### src/rtl/page_translation_fifo_replace_core_assert.svh
// Assertion helpers for the page translation core.
`ifndef PAGE_TRANSLATION_FIFO_REPLACE_CORE_ASSERT_SVH
`define PAGE_TRANSLATION_FIFO_REPLACE_CORE_ASSERT_SVH

// same-cycle implication, checked on every clock outside reset
`define PTFR_CHECK(label, ante, cons, msg) \
  label: assert property (@(posedge clk) disable iff (rst) (ante) |-> (cons)) \
    else $error(msg);

// next-cycle implication
`define PTFR_CHECK_NEXT(label, ante, cons, msg) \
  label: assert property (@(posedge clk) disable iff (rst) (ante) |=> (cons)) \
    else $error(msg);

`endif

### src/rtl/ptfr_pkg.sv
package ptfr_pkg;

  localparam int DEF_OFFSET_BITS = 12;
  localparam int DEF_NUM_PAGES   = 16;
  localparam int DEF_NUM_FRAMES  = 8;

  localparam int VA_W     = 16;
  localparam int PHYS_W   = 15;
  localparam int EVP_W    = 4;
  localparam int REF_W    = 16;
  localparam int OUT_DW   = 40;
  localparam int OUT_UW   = 2;

  localparam logic [REF_W-1:0] REF_MAX = '1;

  // output word layout
  localparam int O_PHYS  = 0;
  localparam int O_EVP   = O_PHYS + PHYS_W;
  localparam int O_EVD   = O_EVP + EVP_W;
  localparam int O_REFS  = O_EVD + 1;
  localparam int O_USED  = O_REFS + REF_W;

  localparam int U_HIT   = 0;
  localparam int U_EVICT = 1;

endpackage

### src/rtl/ptfr_ram.sv
module ptfr_ram #(
  parameter int WIDTH = 8,
  parameter int DEPTH = 16
) (
  input  logic                     clk,
  input  logic                     we,
  input  logic [$clog2(DEPTH)-1:0] waddr,
  input  logic [WIDTH-1:0]         wdata,
  input  logic                     re,
  input  logic [$clog2(DEPTH)-1:0] raddr,
  output logic [WIDTH-1:0]         rdata
);

  logic [WIDTH-1:0] mem [DEPTH];

  always_ff @(posedge clk) begin
    if (we) begin
      mem[waddr] <= wdata;
    end
    if (re) begin
      rdata <= mem[raddr];
    end
  end

endmodule

### src/rtl/page_translation_fifo_replace_core.sv
// channel | dir | tdata (low bit up)                                   | tuser
// s_*     | in  | virt_addr[15:0]                                      | -
// m_*     | out | phys_addr[14:0] evicted_page[3:0] evicted_dirty      | page_hit
//         |     | frame_refs[15:0], 4 zero pad bits                    | did_evict
// One word at a time. Miss: page table RAM read, then write back.
// Hit: page table read, frame table read, refcount write back.
// Page count not a power of two: an extra ST_MOD step first reduces the page field.
// rst clears valid/dirty bits, fill count and FIFO pointer; RAMs are not cleared.
// A result waiting in the output register stalls only the final write-back step.
module page_translation_fifo_replace_core #(
  parameter int OFFSET_BITS = ptfr_pkg::DEF_OFFSET_BITS,
  parameter int NUM_PAGES   = ptfr_pkg::DEF_NUM_PAGES,
  parameter int NUM_FRAMES  = ptfr_pkg::DEF_NUM_FRAMES
) (
  input  logic                        clk,
  input  logic                        rst,
  input  logic                        s_tvalid,
  output logic                        s_tready,
  input  logic [ptfr_pkg::VA_W-1:0]   s_tdata,   // virt_addr
  output logic                        m_tvalid,
  input  logic                        m_tready,
  output logic [ptfr_pkg::OUT_DW-1:0] m_tdata,   // phys_addr, evicted_page, evicted_dirty,
                                                 // frame_refs, pad
  output logic [ptfr_pkg::OUT_UW-1:0] m_tuser    // page_hit, did_evict
);

  `include "page_translation_fifo_replace_core_assert.svh"

  localparam int PB  = $clog2(NUM_PAGES);
  localparam int FB  = $clog2(NUM_FRAMES);
  localparam int PIW = (OFFSET_BITS < ptfr_pkg::VA_W) ? ptfr_pkg::VA_W - OFFSET_BITS : 1;
  localparam int RW  = ptfr_pkg::REF_W;
  localparam bit PAGE_POW2 = (NUM_PAGES & (NUM_PAGES - 1)) == 0;
  // reciprocal for page field / NUM_PAGES, exact over the whole page field
  localparam int RS    = PIW + PB;
  localparam int QW    = RS + PIW;
  localparam int RMW   = PIW + PB;
  localparam int RECIP = (2 ** RS + NUM_PAGES - 1) / NUM_PAGES;
  localparam logic [FB:0] FULL_W = (FB + 1)'(NUM_FRAMES);
  localparam logic [FB-1:0] PTR_LAST = FB'(NUM_FRAMES - 1);

  localparam logic [1:0] ST_IDLE = 2'd0;
  localparam logic [1:0] ST_MOD  = 2'd1;
  localparam logic [1:0] ST_READ = 2'd2;
  localparam logic [1:0] ST_HIT  = 2'd3;

  logic [1:0]                state, state_next;
  logic [ptfr_pkg::VA_W-1:0] va_q;
  logic [PIW-1:0]            pfield;
  logic [PIW-1:0]            quot;
  logic [PB-1:0]             page_q;
  logic [FB-1:0]             frame_q;
  logic [NUM_PAGES-1:0]      page_valid, page_valid_next;
  logic [NUM_PAGES-1:0]      page_dirty, page_dirty_next;
  logic [FB:0]               fill;
  logic [FB-1:0]             ptr;

  logic                      accept, out_free, enter, lookup_hit, full;
  logic                      miss_done, hit_done, done;
  logic [ptfr_pkg::VA_W-1:0] page_wide_in;
  logic [PB-1:0]             page_in;
  logic [QW-1:0]             quot_prod;
  logic [RMW-1:0]            qn, rem_wide;
  logic [PB-1:0]             page_mod;
  logic [PB-1:0]             pram_raddr;
  logic [FB-1:0]             pram_rdata;
  logic                      fram_re;
  logic [FB-1:0]             fram_raddr;
  logic [PB+RW-1:0]          fram_rdata, fram_wdata;
  logic [FB-1:0]             new_frame, use_frame;
  logic [PB-1:0]             ev_page;
  logic [RW-1:0]             ref_old, ref_inc, ref_out;
  logic                      ev_dirty;
  logic [31:0]               phys_wide;
  logic [ptfr_pkg::VA_W-1:0] ev_page_wide;

  assign s_tready     = (state == ST_IDLE);
  assign accept       = s_tvalid && s_tready;
  assign out_free     = !m_tvalid || m_tready;
  assign page_wide_in = s_tdata >> OFFSET_BITS;
  assign page_in      = page_wide_in[PB-1:0];

  // quotient on accept, remainder in ST_MOD
  assign quot_prod = QW'(page_wide_in[PIW-1:0]) * QW'(RECIP);
  assign qn        = RMW'(quot) * RMW'(NUM_PAGES);
  assign rem_wide  = RMW'(pfield) - qn;
  assign page_mod  = rem_wide[PB-1:0];

  assign enter      = (accept && PAGE_POW2) || (state == ST_MOD);
  assign lookup_hit = page_valid[page_q];
  assign full       = (fill == FULL_W);
  assign pram_raddr = (state == ST_IDLE) ? page_in : page_mod;

  // frame table: victim entry on lookup, mapped frame on a hit
  assign fram_re    = enter || (state == ST_READ && lookup_hit);
  assign fram_raddr = (state == ST_READ) ? pram_rdata : ptr;

  assign miss_done = (state == ST_READ) && !lookup_hit && out_free;
  assign hit_done  = (state == ST_HIT) && out_free;
  assign done      = miss_done || hit_done;

  assign new_frame = full ? ptr : fill[FB-1:0];
  assign use_frame = hit_done ? frame_q : new_frame;
  assign ev_page   = fram_rdata[RW +: PB];
  assign ref_old   = fram_rdata[RW-1:0];
  assign ref_inc   = (ref_old == ptfr_pkg::REF_MAX) ? ref_old : ref_old + RW'(1);
  assign ref_out   = hit_done ? ref_inc : RW'(1);
  assign ev_dirty  = full && page_dirty[ev_page];
  assign fram_wdata = {page_q, ref_out};

  assign phys_wide    = (32'(use_frame) << OFFSET_BITS)
                      | (32'(va_q) & ((32'd1 << OFFSET_BITS) - 32'd1));
  assign ev_page_wide = full ? ptfr_pkg::VA_W'(ev_page) : '0;

  ptfr_ram #(
    .WIDTH (FB),
    .DEPTH (NUM_PAGES)
  ) u_page_ram (
    .clk   (clk),
    .we    (miss_done),
    .waddr (page_q),
    .wdata (new_frame),
    .re    (enter),
    .raddr (pram_raddr),
    .rdata (pram_rdata)
  );

  ptfr_ram #(
    .WIDTH (PB + RW),
    .DEPTH (NUM_FRAMES)
  ) u_frame_ram (
    .clk   (clk),
    .we    (done),
    .waddr (use_frame),
    .wdata (fram_wdata),
    .re    (fram_re),
    .raddr (fram_raddr),
    .rdata (fram_rdata)
  );

  always_comb begin
    state_next = state;
    unique case (state)
      ST_IDLE: begin
        if (accept) begin
          state_next = PAGE_POW2 ? ST_READ : ST_MOD;
        end
      end
      ST_MOD: begin
        state_next = ST_READ;
      end
      ST_READ: begin
        if (lookup_hit) begin
          state_next = ST_HIT;
        end else if (out_free) begin
          state_next = ST_IDLE;
        end
      end
      ST_HIT: begin
        if (out_free) begin
          state_next = ST_IDLE;
        end
      end
      default: state_next = ST_IDLE;
    endcase
  end

  always_comb begin
    page_valid_next = page_valid;
    page_dirty_next = page_dirty;
    if (miss_done) begin
      if (full) begin
        page_valid_next[ev_page] = 1'b0;
        page_dirty_next[ev_page] = 1'b0;
      end
      page_valid_next[page_q] = 1'b1;
      page_dirty_next[page_q] = 1'b0;
    end
    if (hit_done) begin
      page_dirty_next[page_q] = 1'b1;
    end
  end

  always_ff @(posedge clk) begin
    if (rst) begin
      state      <= ST_IDLE;
      page_valid <= '0;
      page_dirty <= '0;
      fill       <= '0;
      ptr        <= '0;
      m_tvalid   <= 1'b0;
    end else begin
      state      <= state_next;
      page_valid <= page_valid_next;
      page_dirty <= page_dirty_next;
      if (miss_done) begin
        if (full) begin
          ptr <= (ptr == PTR_LAST) ? '0 : ptr + FB'(1);
        end else begin
          fill <= fill + (FB + 1)'(1);
        end
      end
      if (done) begin
        m_tvalid <= 1'b1;
      end else if (m_tready) begin
        m_tvalid <= 1'b0;
      end
    end
  end

  always_ff @(posedge clk) begin
    if (accept) begin
      va_q   <= s_tdata;
      page_q <= page_in;
      pfield <= page_wide_in[PIW-1:0];
      quot   <= quot_prod[RS +: PIW];
    end
    if (state == ST_MOD) begin
      page_q <= page_mod;
    end
    if (state == ST_READ && lookup_hit) begin
      frame_q <= pram_rdata;
    end
    if (done) begin
      m_tdata <= {{(ptfr_pkg::OUT_DW - ptfr_pkg::O_USED){1'b0}},
                  ref_out,
                  !hit_done && ev_dirty,
                  (hit_done ? {ptfr_pkg::EVP_W{1'b0}} : ev_page_wide[ptfr_pkg::EVP_W-1:0]),
                  phys_wide[ptfr_pkg::PHYS_W-1:0]};
      m_tuser <= {!hit_done && full, hit_done};
    end
  end

  `PTFR_CHECK_NEXT(a_one_word, accept, !s_tready, "second word taken while one is in flight")
  `PTFR_CHECK(a_ptr_until_full, fill != FULL_W, ptr == '0, "FIFO pointer moved before frames full")
  `PTFR_CHECK_NEXT(a_page_mapped, done, page_valid[page_q], "served page left unmapped")

endmodule
### config.mk
export PLATFORM = sky130hd
export DESIGN_NAME = page_translation_fifo_replace_core
export DESIGN_NICKNAME = d
export VERILOG_FILES = /design/src/rtl/ptfr_pkg.sv /design/src/rtl/ptfr_ram.sv /design/src/rtl/page_translation_fifo_replace_core.sv
export VERILOG_INCLUDE_DIRS = /design/src /design/src/rtl
export SDC_FILE = /design/constraint.sdc
export NUM_CORES = 1
export LEC_CHECK = 0
export ABC_AREA = 1
export BUFFER_PORTS_ARGS = -buffer_cell sky130_fd_sc_hd__buf_2
export CAP_MARGIN = 20
export CELL_PAD_IN_SITES_DETAIL_PLACEMENT = 1
export CELL_PAD_IN_SITES_GLOBAL_PLACEMENT = 2
export CORE_AREA = 2 2 210 212
export DETAILED_ROUTE_END_ITERATION = 8
export DIE_AREA = 0 0 212 214
export PLACE_DENSITY = 0.8
export SYNTH_ARGS = -nofsm -noshare
export SYNTH_HDL_FRONTEND = slang
export SYNTH_HIERARCHICAL = 1
export SYNTH_SLANG_ARGS = --single-unit
### constraint.sdc
create_clock -name clk -period 4.14 [get_ports clk]
set_clock_uncertainty 0.2 [all_clocks]
set_input_delay 0.414 -clock clk [delete_from_list [all_inputs] [get_ports clk]]
set_output_delay 0.414 -clock clk [all_outputs]
set_load 0.05 [all_outputs]
==> results by group <==
Logic synthesis
  – Largest family of logic cells by synthesized area: simple AND/OR/NAND/NOR gates
  – Number of synthesized flops with an enable pin: 292
  – Adder-cell share of the synthesized area: 0.4078%
  – Synth Area in Compound Gates: 4.306%
  – Post-synth top area share: 57.15%
  – Synth Area per Inst: 9.436 µm²
  – Yosys reg bits: 334
  – Unique masters post-synth: 39
  – Ys async rst share: 0%
  – Synth area leaders: edfxtp_1 (57%), nand2_1 (12%), inv_1 (6.9%), dfxtp_1 (5.5%), nand3_1 (5.2%)
  – Area leader, netlist: edfxtp_1
  – Post-synthesis mux area share: 0%
  – Mapped Cells: 1626
  – Xor-xnor portion of the synthesized cell area: 0.1713%
  – Sequential element share of the synthesized area: 62.63%
  – Cell Area, Synth: 15340 µm²
  – Prevailing post-synth register cell: edfxtp_1
  – Yosys warns: 6
  – Simple logic cell fraction of the synthesized area: 22.47%

Die
  – CORE AREA: 42890 µm²
  – Die W: 212 µm
  – Die Area: 45370 µm²
  – I/O pins: 64
  – Starting Density: 35.77%
  – Die Y: 214 µm
  – Rows: 76

Setup path
  – Critical path type: flop to flop
  – Setup crit start kind: flop
  – Arrival time worst endpoint: 3.51 ns
  – Critical Path End Type: flop
  – Reg2reg start: page_q[0]
  – CP delay by family, top: simple AND/OR/NAND/NOR gates
  – Buffers and inverters on the worst path: 4
  – Crit-path most repeated cell: nand2_1
  – Reg2Reg Depth: 15
  – R2r endpoint: u_frame_ram/mem[1][13]
  – Flop2flop setup slack: 0.64 ns
  – WP depth: 15
  – Worst path slowest cell: edfxtp_1
  – Worst stage delay on the critical path: 0.50 ns
  – Worst-path cell chain: buf_4 -> nand2_1 -> nand2_1 -> nand2_1 -> nand2_1 -> nand2_1 -> nand2_2 -> nor2_4 -> buf_4 -> nand2_4 -> nand2_2 -> buf_4 -> nand2_1 -> nor2_2 -> buf_4
  – Crit path required time: 4.15 ns
  – CP max FO: 22

STA
  – Setup_tns: 0 ns
  – Final Hold Vio Count: 0
  – Final setup fails: 0
  – Slew Limit Headroom: 32.49%
  – Minimum clock period: 3.502 ns
  – RSZ-0062 raised after global routing: no
  – Max frequency: 285.5 MHz
  – WHS: 0.05600 ns
  – Worst setup margin: 0.6375 ns
  – Slew Viols, Final: 0
  – Crit share post-route: 84.60%
  – Worst Tran Pin Value: 1.011 ns

Routing
  – Wirelength per Cell: 17.57 µm
  – WL final: 40910 µm
  – Post-DRT Antenna Nets: 0
  – Vias per std cell: 4.777
  – Pre-Repair DR Iteration Count: 5
  – Via count: 11.12k
  – DR DRC count: 0
  – 1st-iter DRT viols: 530

Run
  – Max-cap violation count: 0

Global routing
  – GRT Total Usage: 18.49%
  – GRT met1 Usage: 23.44%
  – Initial antenna violation count: 0
  – Global-route wire length before repair: 65360 µm
  – Met2 Use GR: 32.60%
  – Largest net degree at the start of global routing: 81
  – Busiest grt layer: met2
  – M3 GR Usage: 3.035%
  – Vias in the first global route: 11.84k
  – Gr ovfl total: 0

CTS
  – Clock-pin slew on the worst setup and hold paths: 0.06 ns
  – H-tree depth: 2
  – Root buffer cell: clkbuf_16
  – Clock Latency Late Sink: 0.55 ns
  – CTS tree: built
  – Clock Sinks: 334
  – CTS Buf Count: 37
  – Maximum root-to-sink buffer count: 3
  – Postcts setup bufs: 0

Layout
  – Area Growth Syn to Fin: 15.11%
  – Multi-input logic area: 4265 µm²
  – Fillers: 4941
  – Register area: 9609 µm²
  – Share of cells above drive strength 1: 11.53%
  – Layout Nets: 1740
  – Design Area, Final: 17660 µm²
  – Final antenna diode count: 0

Place
  – Dpl ws: 0.5873 ns
  – Buffers on Ports: 59
  – Area after DPL: 16240 µm²
  – Hpwl dp: 26260 µm
  – Gpl congestion: 0.7992

Hold path
  – Hold-critical path endpoint: state[0]
  – Hold crit path type: primary input to flop
  – Hold Path Depth: 4
  – Hold Startpoint: m_tready

Outcome
  – Status: finished, final reports clean

Pwr
  – Power per cell area: 453.1 nW/µm²
  – Pleak: 7.655 nW
  – VDD IR max: 0.2185 mV
[cell families (layout without fill, tap and decap cells)]
group	Yosys count	count (layout)
buffers and inverters	351	465
AO/OA/AOI/OAI	119	119
adder cells (fa/ha/maj)	5	5
other	1	4
AND/OR/NAND/NOR	813	813
XOR/XNOR	3	3
flip-flops	334	334
[Yosys cell counts (3+ instances only)]
cell type and count:
nand3_1 158, o21a_1 4, nand3b_1 3, inv_2 3, nor3_1 9, nor3_2 3, buf_2 25, a21oi_1 33
a22oi_1 8, o21ai_1 4, dfxtp_1 42, nor2_1 100, ha_1 5, nand2_1 510, buf_6 14, clkbuf_1 13
nor2_2 3, inv_1 282, edfxtp_1 292, buf_4 8, nand3_2 19, o21ai_0 62, o211ai_2 3
[cell usage in the layout, fill, tap and decap left out, drive strengths merged]
master       count
nand2          513
edfxtp         292
inv            288
nand3          177
nor2           104
buf             94
o21ai           66
clkbuf          47
dfxtp           42
a21oi           33
dlygate4sd3     17
nor3            12
clkinv          12
a22oi            8
ha               5
o21a             4
conb             4
bufinv           4
nand3b           3
o211ai           3
clkinvlp         3
nand4            2
xor2             2
a31oi            2
a211oi           2
or2              2
xnor2            1
o211a            1
[layer usage]
metal | wire (µm) | vias to the layer above
met2 | 20570 | 138
li1 | - | 5381
met4 | 879 | 0
met3 | 1235 | 68
met5 | 0 | -
met1 | 18230 | 5534
[metrics by stage]
step	instances	utilization, %	total power [mW]
after floorplan	1629	-	4.449
after detailed placement	2243	37.87	4.703
after global routing	2328	41.18	8.294
final	2328	41.18	8.003
after global placement	2243	37.87	4.684
after CTS	2327	41.15	8.104
[area by class of cell]
class | count | area share, %
timing repair buffer | 111 | 4.166
inverter | 287 | 6.128
multi-input combinational | 944 | 24.15
sequential | 334 | 54.41
clock buffer | 47 | 5.809
clock inverter | 20 | 1.190
tap | 585 | 4.145
[worst reg2reg max path, cell delays in order, from the launching register on]
cell	delay [ns]
edfxtp_1	0.50
buf_4	0.25
nand2_1	0.08
nand2_1	0.05
nand2_1	0.05
nand2_1	0.06
nand2_1	0.08
nand2_2	0.07
nor2_4	0.30
buf_4	0.32
nand2_4	0.07
nand2_2	0.07
buf_4	0.31
nand2_1	0.23
nor2_2	0.18
buf_4	0.34
[how the worst max path moves through the flow]
stage / start / endpoint / slack, ns
2_1_floorplan: page_q[0] / u_frame_ram/mem[1][0] / 0.21
3_3_place_gp: page_q[0] / u_frame_ram/mem[1][14] / 0.73
3_5_place_dp: page_q[0] / u_frame_ram/mem[1][14] / 0.59
4_1_cts: page_q[0] / u_frame_ram/mem[1][13] / 0.56
5_1_grt: page_q[0] / u_frame_ram/mem[1][13] / 0.36
6_report: page_q[0] / u_frame_ram/mem[1][13] / 0.64
[registers in the layout (all words and copies together) (netlist names), 12 cells and up]
register,cells
u_frame_ram/rdata,20
m_tdata,36
u_frame_ram/mem,160
page_valid,16
va_q,12
page_dirty,16
u_page_ram/mem,48
[what timing repair did]
item / CTS / global route
gates resized for setup: 0 / 0
hold endpoints to repair: 17 / 0
hold buffers: 17 / 0
[report_power, final]
part | switching [mW] | internal [mW] | total, mW
clock | 1.36 | 2.01 | 3.37
sequential | 0.0579 | 3.77 | 3.83
combinational | 0.612 | 0.197 | 0.809
Power figures use the tool's default switching activity.
